<file path="src/bracket_pair_matcher_defines.svh">
// ----------------------------------------------------------------------------
// Bracket pair matcher assertion macros
// Shared concurrent assertion forms used by the RTL of the bracket matcher.
// ----------------------------------------------------------------------------
`ifndef BRACKET_PAIR_MATCHER_DEFINES_SVH
`define BRACKET_PAIR_MATCHER_DEFINES_SVH

// Same-cycle implication, disabled while reset is held.
`define BPM_ASSERT_SAME(label, clk, rst_n, ante, cons, msg) \
  label: assert property (@(posedge clk) disable iff (!rst_n) (ante) |-> (cons)) \
    else $error(msg);

// Next-cycle implication, disabled while reset is held.
`define BPM_ASSERT_NEXT(label, clk, rst_n, ante, cons, msg) \
  label: assert property (@(posedge clk) disable iff (!rst_n) (ante) |=> (cons)) \
    else $error(msg);

`endif

</file>
<file path="src/bpm_pkg.sv">
// ----------------------------------------------------------------------------
// Bracket pair matcher package
// Default sizes, character codes, bracket types, stack operations and the
// byte classifier shared by the matcher modules.
// ----------------------------------------------------------------------------
package bpm_pkg;

  // Default sizes.
  localparam int DEF_STACK_DEPTH = 64;
  localparam int DEF_POS_WIDTH   = 16;
  localparam int OUT_POS_WIDTH   = 16;

  // Recognized characters.
  localparam logic [7:0] CH_RND_OPEN  = 8'h28;
  localparam logic [7:0] CH_RND_CLOSE = 8'h29;
  localparam logic [7:0] CH_SQR_OPEN  = 8'h5B;
  localparam logic [7:0] CH_SQR_CLOSE = 8'h5D;
  localparam logic [7:0] CH_CRL_OPEN  = 8'h7B;
  localparam logic [7:0] CH_CRL_CLOSE = 8'h7D;

  // Bracket types.
  typedef logic [1:0] btype_t;
  localparam btype_t BT_NONE   = 2'd0;
  localparam btype_t BT_ROUND  = 2'd1;
  localparam btype_t BT_SQUARE = 2'd2;
  localparam btype_t BT_CURLY  = 2'd3;

  // Per-entry set of bracket types present, one bit per type.
  typedef logic [2:0] tmask_t;

  // Operations applied to every cell of the stack at once.
  typedef logic [1:0] stk_op_t;
  localparam stk_op_t STK_HOLD  = 2'd0;
  localparam stk_op_t STK_PUSH  = 2'd1;
  localparam stk_op_t STK_POP   = 2'd2;
  localparam stk_op_t STK_CLEAR = 2'd3;

  typedef struct packed {
    logic   opens;
    btype_t btype;
  } bclass_t;

  // Sort a byte into bracket type and direction.
  function automatic bclass_t classify(input logic [7:0] c);
    bclass_t r;
    r.opens = 1'b0;
    r.btype = BT_NONE;
    case (c)
      CH_RND_OPEN:  begin r.opens = 1'b1; r.btype = BT_ROUND;  end
      CH_RND_CLOSE: begin r.btype = BT_ROUND;  end
      CH_SQR_OPEN:  begin r.opens = 1'b1; r.btype = BT_SQUARE; end
      CH_SQR_CLOSE: begin r.btype = BT_SQUARE; end
      CH_CRL_OPEN:  begin r.opens = 1'b1; r.btype = BT_CURLY;  end
      CH_CRL_CLOSE: begin r.btype = BT_CURLY;  end
      default:      begin r.btype = BT_NONE;   end
    endcase
    return r;
  endfunction

  // Mask bit of a bracket type; no bit for a non-bracket.
  function automatic tmask_t type_bit(input btype_t t);
    tmask_t m;
    case (t)
      BT_ROUND:  m = 3'b001;
      BT_SQUARE: m = 3'b010;
      BT_CURLY:  m = 3'b100;
      default:   m = 3'b000;
    endcase
    return m;
  endfunction

endpackage

</file>
<file path="src/bpm_in_if.sv">
// ----------------------------------------------------------------------------
// Bracket pair matcher input channel
// Valid/ready channel carrying one text byte and its end-of-text flag.
// ----------------------------------------------------------------------------
interface bpm_in_if;
  logic       valid;
  logic       ready;
  logic [7:0] ch;
  logic       last;

  modport source (output valid, output ch, output last, input ready);
  modport sink   (input valid, input ch, input last, output ready);
endinterface

</file>
<file path="src/bpm_out_if.sv">
// ----------------------------------------------------------------------------
// Bracket pair matcher result channel
// Valid/ready channel carrying one result per text byte.
// ----------------------------------------------------------------------------
interface bpm_out_if;
  logic        valid;
  logic        ready;
  logic        pair_found;
  logic [15:0] open_pos;
  logic [15:0] close_pos;
  logic        overflow;

  modport source (output valid, output pair_found, output open_pos,
                  output close_pos, output overflow, input ready);
  modport sink   (input valid, input pair_found, input open_pos,
                  input close_pos, input overflow, output ready);
endinterface

</file>
<file path="src/bracket_pair_matcher.sv">
// ----------------------------------------------------------------------------
// Bracket pair matcher
// Numbers text bytes, stacks opening brackets and reports each matched pair.
// ----------------------------------------------------------------------------
// A byte request needs no search when it is not a closing bracket, or when
// its matching opener sits on top of the stack. A closing bracket whose
// nearest matching opener lies deeper in the stack starts a search:
// the stack is a row of cells with only cell zero compared, and it pops one
// entry per cycle until the opener reaches the top. A closer with no matching
// opener anywhere in the stack is seen at once from the type set kept in the
// top cell. Results pass through a single output register.
// A new byte is taken only when that register is empty or its result is
// accepted in the same cycle, so a stalled receiver holds off the input, and
// no byte is taken while a search is running.
module bracket_pair_matcher
  import bpm_pkg::*;
#(
  parameter int STACK_DEPTH = DEF_STACK_DEPTH,
  parameter int POS_WIDTH   = DEF_POS_WIDTH
) (
  input logic     clk,
  input logic     rst_n,
  bpm_in_if.sink  in_chan,
  bpm_out_if.source out_chan
);

`include "bracket_pair_matcher_defines.svh"

  localparam logic ST_IDLE   = 1'b0;
  localparam logic ST_SEARCH = 1'b1;
  localparam logic [POS_WIDTH-1:0] POS_MAX = {POS_WIDTH{1'b1}};

  logic                 state_r, state_nxt;
  logic [POS_WIDTH-1:0] pos_r, pos_nxt;
  logic                 overflow_r, overflow_nxt;
  btype_t               stype_r, stype_nxt;
  logic [POS_WIDTH-1:0] here_r, here_nxt;
  logic                 slast_r, slast_nxt;

  logic                     out_valid_r, out_valid_nxt;
  logic                     out_found_r, out_found_nxt;
  logic [OUT_POS_WIDTH-1:0] out_open_r, out_open_nxt;
  logic [OUT_POS_WIDTH-1:0] out_close_r, out_close_nxt;
  logic                     out_ovf_r, out_ovf_nxt;

  stk_op_t              op;
  tmask_t               top_mask;
  btype_t               top_type;
  logic [POS_WIDTH-1:0] top_pos;
  logic                 full;

  logic    accept;
  logic    load_out;
  logic    found;
  logic [POS_WIDTH-1:0] found_open;
  logic [POS_WIDTH-1:0] found_close;
  bclass_t cls;
  logic    hit;

  // Output positions carry the low bits of the position, zero-extended.
  logic [31:0] open_ext, close_ext;

  assign in_chan.ready = (state_r == ST_IDLE) && (!out_valid_r || out_chan.ready);
  assign accept        = in_chan.valid && in_chan.ready;
  assign cls           = classify(in_chan.ch);
  assign hit           = |(top_mask & type_bit(cls.btype));

  bpm_stack #(
    .STACK_DEPTH (STACK_DEPTH),
    .POS_WIDTH   (POS_WIDTH)
  ) u_stack (
    .clk       (clk),
    .rst_n     (rst_n),
    .op        (op),
    .push_type (cls.btype),
    .push_pos  (pos_r),
    .top_mask  (top_mask),
    .top_type  (top_type),
    .top_pos   (top_pos),
    .full      (full)
  );

  // Request handling, stack control and the search state machine.
  always_comb begin
    state_nxt    = state_r;
    pos_nxt      = pos_r;
    overflow_nxt = overflow_r;
    stype_nxt    = stype_r;
    here_nxt     = here_r;
    slast_nxt    = slast_r;
    op           = STK_HOLD;
    load_out     = 1'b0;
    found        = 1'b0;
    found_open   = top_pos;
    found_close  = pos_r;
    case (state_r)
      ST_IDLE: begin
        if (accept) begin
          load_out = 1'b1;
          if (cls.btype != BT_NONE && cls.opens) begin
            if (full) begin
              overflow_nxt = 1'b1;
            end
            op = in_chan.last ? STK_CLEAR : (full ? STK_HOLD : STK_PUSH);
          end else if (cls.btype != BT_NONE && hit) begin
            if (top_type == cls.btype) begin
              found = 1'b1;
              op    = in_chan.last ? STK_CLEAR : STK_POP;
            end else begin
              // The opener lies deeper: drop the top and keep looking.
              op        = STK_POP;
              load_out  = 1'b0;
              state_nxt = ST_SEARCH;
              stype_nxt = cls.btype;
              here_nxt  = pos_r;
              slast_nxt = in_chan.last;
            end
          end else begin
            op = in_chan.last ? STK_CLEAR : STK_HOLD;
          end
          // Advance or saturate the position, or reset it after the last byte.
          if (in_chan.last) begin
            pos_nxt = '0;
          end else if (pos_r == POS_MAX) begin
            overflow_nxt = 1'b1;
          end else begin
            pos_nxt = pos_r + POS_WIDTH'(1);
          end
        end
      end
      ST_SEARCH: begin
        found_close = here_r;
        if (top_type == stype_r) begin
          found     = 1'b1;
          load_out  = 1'b1;
          op        = slast_r ? STK_CLEAR : STK_POP;
          state_nxt = ST_IDLE;
        end else begin
          op = STK_POP;
        end
      end
      default: begin
        state_nxt = ST_IDLE;
      end
    endcase
  end

  // Result register; the slot is always free when a result is loaded.
  assign open_ext  = 32'(found_open);
  assign close_ext = 32'(found_close);

  always_comb begin
    out_valid_nxt = out_valid_r;
    out_found_nxt = out_found_r;
    out_open_nxt  = out_open_r;
    out_close_nxt = out_close_r;
    out_ovf_nxt   = out_ovf_r;
    if (load_out) begin
      out_valid_nxt = 1'b1;
      out_found_nxt = found;
      out_open_nxt  = found ? open_ext[OUT_POS_WIDTH-1:0] : '0;
      out_close_nxt = found ? close_ext[OUT_POS_WIDTH-1:0] : '0;
      out_ovf_nxt   = overflow_nxt;
    end else if (out_chan.ready) begin
      out_valid_nxt = 1'b0;
    end
  end

  // Control state.
  always_ff @(posedge clk) begin
    if (!rst_n) begin
      state_r     <= ST_IDLE;
      pos_r       <= '0;
      overflow_r  <= 1'b0;
      out_valid_r <= 1'b0;
    end else begin
      state_r     <= state_nxt;
      pos_r       <= pos_nxt;
      overflow_r  <= overflow_nxt;
      out_valid_r <= out_valid_nxt;
    end
  end

  // Payload registers.
  always_ff @(posedge clk) begin
    stype_r     <= stype_nxt;
    here_r      <= here_nxt;
    slast_r     <= slast_nxt;
    out_found_r <= out_found_nxt;
    out_open_r  <= out_open_nxt;
    out_close_r <= out_close_nxt;
    out_ovf_r   <= out_ovf_nxt;
  end

  assign out_chan.valid      = out_valid_r;
  assign out_chan.pair_found = out_found_r;
  assign out_chan.open_pos   = out_open_r;
  assign out_chan.close_pos  = out_close_r;
  assign out_chan.overflow   = out_ovf_r;

  // A search only runs while the wanted opener is still in the stack.
  `BPM_ASSERT_SAME(a_search_hit, clk, rst_n, state_r == ST_SEARCH,
    (top_mask & type_bit(stype_r)) != '0, "search lost its matching opener")

  // The result slot is empty whenever a search is in progress.
  `BPM_ASSERT_SAME(a_search_slot, clk, rst_n, state_r == ST_SEARCH,
    !out_valid_r, "result slot busy during search")

  // The overflow flag only clears on reset.
  `BPM_ASSERT_NEXT(a_ovf_sticky, clk, rst_n, overflow_r, overflow_r,
    "overflow flag cleared")

  // A search always ends by delivering a result.
  `BPM_ASSERT_NEXT(a_search_end, clk, rst_n,
    state_r == ST_SEARCH && top_type == stype_r, out_valid_r && out_found_r,
    "search ended without a pair")

endmodule

</file>
<file path="src/bpm_cell.sv">
// ----------------------------------------------------------------------------
// Bracket stack cell
// Holds one stack entry. A push takes the entry of the neighbor above, a pop
// takes the entry of the neighbor below. The type mask records every bracket
// type held in this cell or deeper; a zero mask marks an empty cell.
// ----------------------------------------------------------------------------
module bpm_cell
  import bpm_pkg::*;
#(
  parameter int POS_WIDTH = DEF_POS_WIDTH
) (
  input  logic                 clk,
  input  logic                 rst_n,
  input  stk_op_t              op,
  input  tmask_t               up_mask,
  input  btype_t               up_type,
  input  logic [POS_WIDTH-1:0] up_pos,
  input  tmask_t               dn_mask,
  input  btype_t               dn_type,
  input  logic [POS_WIDTH-1:0] dn_pos,
  output tmask_t               mask,
  output btype_t               btype,
  output logic [POS_WIDTH-1:0] pos
);

  tmask_t               mask_r, mask_nxt;
  btype_t               type_r, type_nxt;
  logic [POS_WIDTH-1:0] pos_r, pos_nxt;

  // Select the entry this cell holds next.
  always_comb begin
    mask_nxt = mask_r;
    type_nxt = type_r;
    pos_nxt  = pos_r;
    case (op)
      STK_PUSH: begin
        mask_nxt = up_mask;
        type_nxt = up_type;
        pos_nxt  = up_pos;
      end
      STK_POP: begin
        mask_nxt = dn_mask;
        type_nxt = dn_type;
        pos_nxt  = dn_pos;
      end
      STK_CLEAR: begin
        mask_nxt = '0;
      end
      default: begin
        mask_nxt = mask_r;
      end
    endcase
  end

  // The mask doubles as the valid flag and is cleared by reset.
  always_ff @(posedge clk) begin
    if (!rst_n) begin
      mask_r <= '0;
    end else begin
      mask_r <= mask_nxt;
    end
  end

  // Entry payload needs no reset.
  always_ff @(posedge clk) begin
    type_r <= type_nxt;
    pos_r  <= pos_nxt;
  end

  assign mask  = mask_r;
  assign btype = type_r;
  assign pos   = pos_r;

endmodule

</file>
<file path="src/bpm_stack.sv">
// ----------------------------------------------------------------------------
// Bracket stack
// A row of cells with the top of stack in cell zero. All cells shift
// together on a push or pop, so only the top entry is examined for matches.
// ----------------------------------------------------------------------------
module bpm_stack
  import bpm_pkg::*;
#(
  parameter int STACK_DEPTH = DEF_STACK_DEPTH,
  parameter int POS_WIDTH   = DEF_POS_WIDTH
) (
  input  logic                 clk,
  input  logic                 rst_n,
  input  stk_op_t              op,
  input  btype_t               push_type,
  input  logic [POS_WIDTH-1:0] push_pos,
  output tmask_t               top_mask,
  output btype_t               top_type,
  output logic [POS_WIDTH-1:0] top_pos,
  output logic                 full
);

  tmask_t               mask_w [STACK_DEPTH];
  btype_t               type_w [STACK_DEPTH];
  logic [POS_WIDTH-1:0] pos_w  [STACK_DEPTH];

  // New top entry carries the type set of the entries it covers.
  tmask_t push_mask;
  assign push_mask = mask_w[0] | type_bit(push_type);

  for (genvar i = 0; i < STACK_DEPTH; i++) begin : g_cell
    tmask_t               up_mask, dn_mask;
    btype_t               up_type, dn_type;
    logic [POS_WIDTH-1:0] up_pos, dn_pos;

    // Neighbor above: the push data for the top cell.
    if (i == 0) begin : g_top
      assign up_mask = push_mask;
      assign up_type = push_type;
      assign up_pos  = push_pos;
    end else begin : g_mid
      assign up_mask = mask_w[i-1];
      assign up_type = type_w[i-1];
      assign up_pos  = pos_w[i-1];
    end

    // Neighbor below: an empty entry past the bottom cell.
    if (i == STACK_DEPTH - 1) begin : g_bot
      assign dn_mask = '0;
      assign dn_type = BT_NONE;
      assign dn_pos  = '0;
    end else begin : g_upper
      assign dn_mask = mask_w[i+1];
      assign dn_type = type_w[i+1];
      assign dn_pos  = pos_w[i+1];
    end

    bpm_cell #(
      .POS_WIDTH (POS_WIDTH)
    ) u_cell (
      .clk     (clk),
      .rst_n   (rst_n),
      .op      (op),
      .up_mask (up_mask),
      .up_type (up_type),
      .up_pos  (up_pos),
      .dn_mask (dn_mask),
      .dn_type (dn_type),
      .dn_pos  (dn_pos),
      .mask    (mask_w[i]),
      .btype   (type_w[i]),
      .pos     (pos_w[i])
    );
  end

  assign top_mask = mask_w[0];
  assign top_type = type_w[0];
  assign top_pos  = pos_w[0];
  assign full     = |mask_w[STACK_DEPTH-1];

endmodule
</file>
<file path="src/flat_wrapper.sv">
// flat-port wrapper written by rule: the top's interface ports become plain ports
module bracket_pair_matcher_flat import bpm_pkg::*;
#(
  parameter int STACK_DEPTH = DEF_STACK_DEPTH,
  parameter int POS_WIDTH   = DEF_POS_WIDTH
)
  (clk, rst_n, in_chan_valid, in_chan_ch, in_chan_last, in_chan_ready, out_chan_valid, out_chan_pair_found, out_chan_open_pos, out_chan_close_pos, out_chan_overflow, out_chan_ready);
  bpm_in_if in_chan_i ();
  bpm_out_if out_chan_i ();
  input logic clk;
  input logic rst_n;
  input wire logic [$bits(in_chan_i.valid)-1:0] in_chan_valid;
  input wire logic [$bits(in_chan_i.ch)-1:0] in_chan_ch;
  input wire logic [$bits(in_chan_i.last)-1:0] in_chan_last;
  output wire logic [$bits(in_chan_i.ready)-1:0] in_chan_ready;
  output wire logic [$bits(out_chan_i.valid)-1:0] out_chan_valid;
  output wire logic [$bits(out_chan_i.pair_found)-1:0] out_chan_pair_found;
  output wire logic [$bits(out_chan_i.open_pos)-1:0] out_chan_open_pos;
  output wire logic [$bits(out_chan_i.close_pos)-1:0] out_chan_close_pos;
  output wire logic [$bits(out_chan_i.overflow)-1:0] out_chan_overflow;
  input wire logic [$bits(out_chan_i.ready)-1:0] out_chan_ready;
  assign in_chan_i.valid = in_chan_valid;
  assign in_chan_i.ch = in_chan_ch;
  assign in_chan_i.last = in_chan_last;
  assign in_chan_ready = in_chan_i.ready;
  assign out_chan_valid = out_chan_i.valid;
  assign out_chan_pair_found = out_chan_i.pair_found;
  assign out_chan_open_pos = out_chan_i.open_pos;
  assign out_chan_close_pos = out_chan_i.close_pos;
  assign out_chan_overflow = out_chan_i.overflow;
  assign out_chan_i.ready = out_chan_ready;
  bracket_pair_matcher #(.STACK_DEPTH(STACK_DEPTH), .POS_WIDTH(POS_WIDTH)) u_core (.clk(clk), .rst_n(rst_n), .in_chan(in_chan_i), .out_chan(out_chan_i));
endmodule
</file>
<file path="config.mk">
export PLATFORM = sky130hd
export DESIGN_NAME = bracket_pair_matcher_flat
export DESIGN_NICKNAME = d
export VERILOG_FILES = /design/src/bpm_pkg.sv /design/src/bpm_in_if.sv /design/src/bpm_out_if.sv /design/src/bracket_pair_matcher.sv /design/src/bpm_cell.sv /design/src/bpm_stack.sv /design/src/flat_wrapper.sv
export VERILOG_INCLUDE_DIRS = /design/src /design/src/src
export SDC_FILE = /design/constraint.sdc
export NUM_CORES = 2
export LEC_CHECK = 0
export BUFFER_PORTS_ARGS = -buffer_cell sky130_fd_sc_hd__buf_2
export CORE_MARGIN = 1.5
export CORE_UTILIZATION = 55
export DETAILED_ROUTE_END_ITERATION = 8
export PLACE_DENSITY = 0.71
export SLEW_MARGIN = 20
export SYNTH_ARGS = -nofsm -noshare
export SYNTH_HDL_FRONTEND = slang
export SYNTH_HIERARCHICAL = 1
export SYNTH_SLANG_ARGS = --single-unit
</file>
<file path="constraint.sdc">
create_clock -name clk -period 20.2 [get_ports clk]
set_clock_uncertainty 0.05 [all_clocks]
set_input_delay 3.03 -clock clk [delete_from_list [all_inputs] [get_ports clk]]
set_output_delay 3.03 -clock clk [all_outputs]
set_load 0.03 [all_outputs]
</file>
After elaboration in Yosys (flattened, before gate mapping)
Cells that the tools add are included.
{"block": "classes", "n_addsub": 1, "eq_ne": 16, "mux": 233, "bitwise_logic": 5, "n_reduce_logical": 20}
{"op": "one-hot mux 16 bit (2 select lines)", "n": 64}
{"op": "one-hot mux 3 bit (3 select lines)", "n": 64}
{"op": "one-hot mux 2 bit (2 select lines)", "n": 65}
{"op": "2-to-1 mux 16 bit", "n": 3}
{"op": "== test 8 x 7 -> 1 bit (second input constant)", "n": 4}
{"op": "2-to-1 mux 1 bit", "n": 25}
{"op": "adder 16 x 1 -> 16 bit (second input constant)", "n": 1}
{"op": "== test 16 bit (second input constant)", "n": 1}
{"op": "== test 8 x 6 -> 1 bit (second input constant)", "n": 2}
{"op": "2-to-1 mux 2 bit", "n": 7}
{"op": "OR reduction 3 bit", "n": 3}
{"op": "== test 2 bit (second input constant)", "n": 4}
{"op": "nonzero test 2 bit", "n": 4}
{"op": "OR reduction 2 bit", "n": 4}
{"op": "one-hot mux 1 bit (2 select lines)", "n": 3}
{"op": "one-hot mux 2 bit (3 select lines)", "n": 1}
{"op": "one-hot mux 3 bit (2 select lines)", "n": 1}
{"op": "AND reduction 5 bit", "n": 1}
{"op": "== test 2 x 1 -> 1 bit (second input constant)", "n": 2}
{"op": "== test 2 bit", "n": 2}
{"op": "logical AND 1 bit", "n": 4}
{"op": "bitwise AND 3 bit", "n": 1}
{"op": "NOT 1 bit", "n": 3}
{"op": "OR 3 bit", "n": 1}
{"op": "5 further kinds", "n": 5}
{"block": "word_totals", "reg_bits": 1416, "in_bits": 13, "out_inout_bits": 36, "word_cells": 478}

Depth between registers and ports, before layout
{"block": "logic_depth", "ltp_word": 15, "ltp_mapped": 11, "ltp_nobuf": 10}

Hierarchy
The synthesis kept the hierarchy.
{"module": "bpm_cell (u_core.u_stack.g_cell[19].u_cell ...)", "instances": 38, "cells_per_inst": 60, "area_each_um2": 955.9, "seq_area_each_um2": 600.6}
{"module": "bpm_cell (u_core.u_stack.g_cell[0].u_cell ...)", "instances": 26, "cells_per_inst": 60, "area_each_um2": 959.7, "seq_area_each_um2": 600.6}
{"module": "bracket_pair_matcher", "instances": 1, "cells_per_inst": 254, "area_each_um2": 3289.4, "seq_area_each_um2": 1971.9}
{"module": "bpm_stack", "instances": 1, "cells_per_inst": 6, "area_each_um2": 36.3, "seq_area_each_um2": 0.0}

Least setup slack after synthesis
Ideal clock, no wire load.
{"block": "synth_path", "path_kind": "in2reg", "from": "input in_chan_ch[4]", "to": "register u_core.u_stack.g_cell[19].u_cell.pos_r[10] (data pin)", "setup_ns": 0.260, "arrival_time_ns": 11.306, "required_ns": 19.890, "setup_slack_ns": 8.584, "stages": 10, "path_buffers": 2, "path_cell_list": "or4b_1 > mux2_2 > or4_1 > a22o_1 > a31oi_1 > inv_1 > ha_1 > buf_2 > buf_4 > mux2_2"}
{"block": "synth_between", "elab_chain_cells": 14, "elab_cells_between_ends": 30, "classes_between": "12 x eq/ne; 9 x mux; 1 x bitwise; 8 x reduce/logical"}
{"element": "from (decl)", "line_no": "flat_wrapper.sv:13", "text": "input wire logic [$bits(in_chan_i.ch)-1:0] in_chan_ch;"}
{"element": "== test 8 x 7 -> 1 bit or == test 8 x 6 -> 1 bit (tied branches)", "line_no": "bpm_pkg.sv:48", "text": "case (c)"}
{"element": "OR reduction 2 bit (no line)"}
{"element": "one-hot mux 2 bit (3 select lines)", "line_no": "bpm_pkg.sv:48"}
{"element": "== test 2 bit or == test 2 x 1 -> 1 bit (tied branches)", "line_no": "bpm_pkg.sv:63", "text": "case (t)"}
{"element": "one-hot mux 3 bit (3 select lines)", "line_no": "bpm_pkg.sv:63"}
{"element": "bitwise AND 3 bit", "line_no": "bracket_pair_matcher.sv:66", "text": "assign hit = |(top_mask & type_bit(cls.btype));"}
{"element": "OR reduction 3 bit", "line_no": "bracket_pair_matcher.sv:66"}
{"element": "logical AND 1 bit", "line_no": "bracket_pair_matcher.sv:105", "text": "end else if (cls.btype != BT_NONE && hit) begin"}
{"element": "2-to-1 mux 2 bit", "line_no": "bracket_pair_matcher.sv:105"}
{"element": "2-to-1 mux 2 bit *", "line_no": "bracket_pair_matcher.sv:100", "text": "if (cls.btype != BT_NONE && cls.opens) begin"}
{"element": "2-to-1 mux 2 bit *", "line_no": "bracket_pair_matcher.sv:98", "text": "if (accept) begin"}
{"element": "one-hot mux 2 bit (2 select lines) *", "line_no": "bracket_pair_matcher.sv:96", "text": "case (state_r)"}
{"element": "named net u_core.op[0]", "line_no": "bracket_pair_matcher.sv:46", "text": "stk_op_t op;"}
{"element": "== test 2 bit or == test 2 x 1 -> 1 bit (tied branches)", "line_no": "bpm_cell.sv:35", "text": "case (op)"}
{"element": "one-hot mux 16 bit (2 select lines) *", "line_no": "bpm_cell.sv:35"}
{"element": "named net u_core.u_stack.g_cell[19].u_cell.pos_nxt[10]", "line_no": "bpm_cell.sv:28", "text": "logic [POS_WIDTH-1:0] pos_r, pos_nxt;"}
{"element": "to (signal assigned)", "line_no": "bpm_cell.sv:67", "text": "pos_r <= pos_nxt;"}
{"element": "to (decl)", "line_no": "bpm_cell.sv:28"}
The timed path passes the listed nets; every way through them passes the cells marked *.
A chain may end at the register's enable or synchronous reset.

Final worst setup path
{"block": "layout_path", "from": "input in_chan_ch[2]", "to": "register u_core.u_stack.g_cell[55].u_cell.pos_r[7] (data pin)"}
{"block": "layout_between", "elab_chain_cells": 14, "elab_cells_between_ends": 30, "classes_between": "12 x eq/ne; 9 x mux; 1 x bitwise; 8 x reduce/logical"}
{"element": "== test 8 x 7 -> 1 bit or == test 8 x 6 -> 1 bit (tied branches)", "line_no": "bpm_pkg.sv:48"}
{"element": "OR reduction 2 bit (no line)"}
{"element": "one-hot mux 2 bit (3 select lines)", "line_no": "bpm_pkg.sv:48"}
{"element": "== test 2 bit or == test 2 x 1 -> 1 bit (tied branches)", "line_no": "bpm_pkg.sv:63"}
{"element": "one-hot mux 3 bit (3 select lines)", "line_no": "bpm_pkg.sv:63"}
{"element": "bitwise AND 3 bit", "line_no": "bracket_pair_matcher.sv:66"}
{"element": "OR reduction 3 bit", "line_no": "bracket_pair_matcher.sv:66"}
{"element": "logical AND 1 bit", "line_no": "bracket_pair_matcher.sv:105"}
{"element": "2-to-1 mux 2 bit", "line_no": "bracket_pair_matcher.sv:105"}
{"element": "2-to-1 mux 2 bit *", "line_no": "bracket_pair_matcher.sv:100"}
{"element": "2-to-1 mux 2 bit *", "line_no": "bracket_pair_matcher.sv:98"}
{"element": "one-hot mux 2 bit (2 select lines) *", "line_no": "bracket_pair_matcher.sv:96"}
{"element": "named net u_core.op[1]", "line_no": "bracket_pair_matcher.sv:46"}
{"element": "== test 2 bit or == test 2 x 1 -> 1 bit (tied branches)", "line_no": "bpm_cell.sv:35"}
{"element": "one-hot mux 16 bit (2 select lines) *", "line_no": "bpm_cell.sv:35"}
{"element": "named net u_core.u_stack.g_cell[55].u_cell.pos_nxt[7]", "line_no": "bpm_cell.sv:28"}
{"element": "to (signal assigned)", "line_no": "bpm_cell.sv:67"}
{"element": "to (decl)", "line_no": "bpm_cell.sv:28"}
Marks and branches as above.

==> results_dict.tcl <==
set metrics [dict create \
    grt_remaining_overflow 0 \
    worst_setup_path_start_kind "input pin" \
    port_buffers 48 \
    rsz0062_at_grt "no" \
    total_power_mw 7.121 \
    ys_warn_count 6 \
    power_density_mw_per_mm2 100.6 \
    globalplace.congestion 0.7811 \
    yosysSeqAreaShare_pct 62.55 \
    critPathKind "in2reg" \
    slew_headroom_pct 25.80 \
    placed_cell_area_mm2 0.06597 \
    leakage_nw 24.71 \
    setup_tns_ns 0 \
    die_h_um 345.7 \
    crit_arrival_ns 7.44 \
    drt_iter0_drc 2069 \
    setup_viol 0 \
    cp_max_fo 85 \
    cp-startpoint "in_chan_ch[2]" \
    hp-class "reg2reg" \
    core_mm2 0.1164 \
    r2r-start "u_core/state_r" \
    clk_pin_slew_worst_paths_ns 0.06 \
    grt_max_degree 129 \
    detailed_place_hpwl_um 80100 \
    syn_area_per_cell_um2 15.76 \
    ys.flop_type "edfxtp_1" \
    cp.depth 9 \
    drt_pre_antenna_iters 5 \
    core.rowCount 125 \
    hold_viol_final 0 \
    pre_cts_ws_ns 12.42 \
    cts_setup_buffers 0 \
    crit_buf_inv 2 \
    die-area_mm2 0.1195 \
    clockBufferDepth 3 \
    cts_buffers 149 \
    cts_tree "yes" \
    insertion_delay_ns 0.74 \
    route.detailed.drc 0 \
    crit_path_top_delay_cell "ha_1" \
    nNetsFinal 4458 \
    clock.fmax_ghz 0.1428 \
    ys_seq_elements 1416 \
    cts_max_level 4 \
    drive_above_1_share_pct 33.45 \
    status "finished clean" \
    ir_worst_vdd_uv 90.45 \
    crit_path_end_kind "flop" \
    maxCapViolations 0 \
    r2r_slack_ns 15.33 \
    wl_per_cell_um 19.06 \
    route.vias.total 32640 \
    clockRootBuffer "clkbuf_16" \
    grt_pass1_vias 33160 \
    cts_hold_buf 0 \
    cts_resized 0 \
    antenna_found_initial 2 \
    synthArstFlopShare_pct 0 \
    path_cells "buf_2 > xnor2_2 > and4bb_2 > nor4_4 > o21ai_0 > nand2b_4 > buf_4 > ha_1 > mux2_2" \
    synth_cell_types 63 \
    cp_top_family "simple AND/OR/NAND/NOR gates" \
    worstPathRequired_ns 20.64 \
    netlist_area_mm2 0.06460 \
    worst_slack_ns 13.20 \
    cp_slowest_stage_delay_ns 0.83 \
    die_x_um 345.7 \
    timing.rr.end "u_core/u_stack/g_cell[55].u_cell/pos[7]" \
    drtAntennaViolNets 0 \
    period_needed_ns 7.004 \
    initial_core_util_pct 55.52 \
    design_area_mm2 0.07076 \
    wl_um 111100 \
    grt_usage_pct 18.52 \
    maxSlewViolCount 0 \
    io_pins 49 \
    synth.top_cell.area_share_pct 56.01 \
    fin_crit_sh_pct 34.67 \
    yosysTopAreaCell "edfxtp_1" \
    worst_slew_pin_slew_ns 1.110 \
    clock-sinks 1416 \
    ff2ff_path_depth 7 \
    grt_pass1_wl_um 180800 \
    endpoint "u_core/u_stack/g_cell[55].u_cell/pos[7]" \
    routed_via_density 5.598 \
    syn_inst 4100 \
    synth_edf_count 1205 \
    area_delta_synth_final_pct 9.537 \
    ys_top_cells_by_area "edfxtp_1 (56%), mux2_2 (20%), dfxtp_1 (6.5%)" \
]
==> per-layer routing <==
| metal | vias to the layer above | routed length [um] | global-route usage, % |
|---|---|---|---|
| li1 | 15840 | - | - |
| met1 | 16130 | 51710 | 25.14 |
| met2 | 513 | 53930 | 31.14 |
| met3 | 150 | 3567 | 2.759 |
| met4 | 0 | 1901 | 5.080 |
| met5 | - | 0 | 0 |
==> synthesized netlist by cell type (2+ instances only) <==
cell type	number
dfxtp_1	211
or3_1	2
a22o_1	12
or3b_1	192
clkbuf_1	6
buf_6	28
a221oi_1	192
nand2_1	18
o21ai_2	2
nand3b_1	2
o31ai_1	2
nor4b_1	2
nor2_1	23
nand4_1	4
a2111oi_0	5
nand2b_1	4
o21bai_1	2
nor2b_1	2
nor3b_1	2
inv_1	388
a211oi_1	5
nand3_1	6
a21boi_0	10
a21o_1	2
o21ai_0	2
nor3_1	2
xnor2_1	12
ha_1	257
a22o_2	3
a21boi_2	7
nor4b_2	2
buf_2	65
edfxtp_1	1205
buf_4	38
and3_1	2
a21oi_1	195
o2111ai_1	3
a31oi_1	3
mux2_2	1153
xor2_1	6
==> state kept, by name (all words and copies together) (netlist names) <==
name	count
u_core/out_chan.close_pos	16
u_core/out_chan.open_pos	16
u_core/pos_r	16
u_core/slast_r	1
u_core/stype_r	2
u_core/state_r	1
u_core/out_chan.pair_found	1
u_core/out_chan.overflow	1
u_core/u_stack/g_cell.u_cell/btype	128
u_core/overflow_r	1
u_core/u_stack/g_cell.u_cell/pos	1024
u_core/u_stack/g_cell.u_cell/mask	192
u_core/out_chan.valid	1
u_core/here_r	16
==> through the flow <==
stage / std cells / hold slack, ns / utilization [%]
2_1_floorplan: 4120 / 0.3675 / -
3_3_place_gp: 5560 / 0.3794 / 56.69
3_5_place_dp: 5560 / 0.3893 / 56.69
4_1_cts: 5828 / 0.4027 / 60.78
5_1_grt: 5831 / 0.4399 / 60.81
6_report: 5831 / 0.4017 / 60.81
==> layout make-up <==
type | instances | area (um^2)
Clock inverter | 74 | 655.6
Inverter | 389 | 1461
Clock buffer | 194 | 4095
Antenna cell | 2 | 5.005
Multi-Input combinational cell | 2178 | 21910
Fill cell | 8665 | 45600
Tap cell | 1524 | 1907
Timing Repair Buffer | 54 | 317.8
Sequential cell | 1416 | 40410
==> tightest hold or removal path: stages (launching register included) <==
cell	delay (ns)
dfxtp_1	0.32
nand2_1	0.04
o21ai_0	0.06
==> how the worst min path moves through the flow <==
| stage | startpoint | end | slack, ns | cells past startpoint |
|---|---|---|---|---|
| after floorplan | u_core/overflow_r | u_core/overflow_r | 0.37 | 2 |
| after global placement | u_core/overflow_r | u_core/overflow_r | 0.38 | 2 |
| after detailed placement | u_core/overflow_r | u_core/overflow_r | 0.39 | 2 |
| after CTS | u_core/overflow_r | u_core/overflow_r | 0.40 | 2 |
| after global routing | u_core/overflow_r | u_core/overflow_r | 0.44 | 2 |
| final | u_core/overflow_r | u_core/overflow_r | 0.40 | 2 |
==> cell families (layout without fill, tap and decap cells) <==
logic type,count (synthesis),after routing,synth area share (%)
flops,1416,1416,62.55
mux,1154,1154,20.11
buf+inv,526,711,3.730
compound gates,451,451,5.003
simple gates,276,276,3.351
fa+ha+maj,257,257,4.978
xor+xnor,19,19,0.2692
other cells,1,23,0.005805
==> where the power goes <==
| group | total [mW] | switching (mW) | internal, mW |
|---|---|---|---|
| clock network | 2.65 | 1.09 | 1.56 |
| registers | 3.78 | 0.188 | 3.59 |
| logic | 0.689 | 0.335 | 0.353 |
| total | 7.12 | 1.62 | 5.50 |
==> cell usage in the layout (no fill, tap or decap), types with 3 or more instances in the layout <==
cell,n
a211oi_1,5
nand2_1,18
xnor2_1,12
o2111ai_1,3
ha_1,257
clkbuf_16,155
a21oi_1,195
conb_1,21
bufinv_16,10
clkbuf_8,7
a22o_2,3
a21boi_2,7
mux2_2,1153
clkinv_1,32
dfxtp_1,211
clkinv_2,23
inv_6,5
a21boi_0,10
nand4_1,4
or3b_1,192
a22o_1,12
buf_2,48
nor2_1,23
inv_1,388
nand3_1,6
buf_4,4
edfxtp_1,1205
a221oi_1,192
clkbuf_1,32
xor2_1,6
a2111oi_0,5
nand2b_1,3
(Power assumes the default switching activity.)
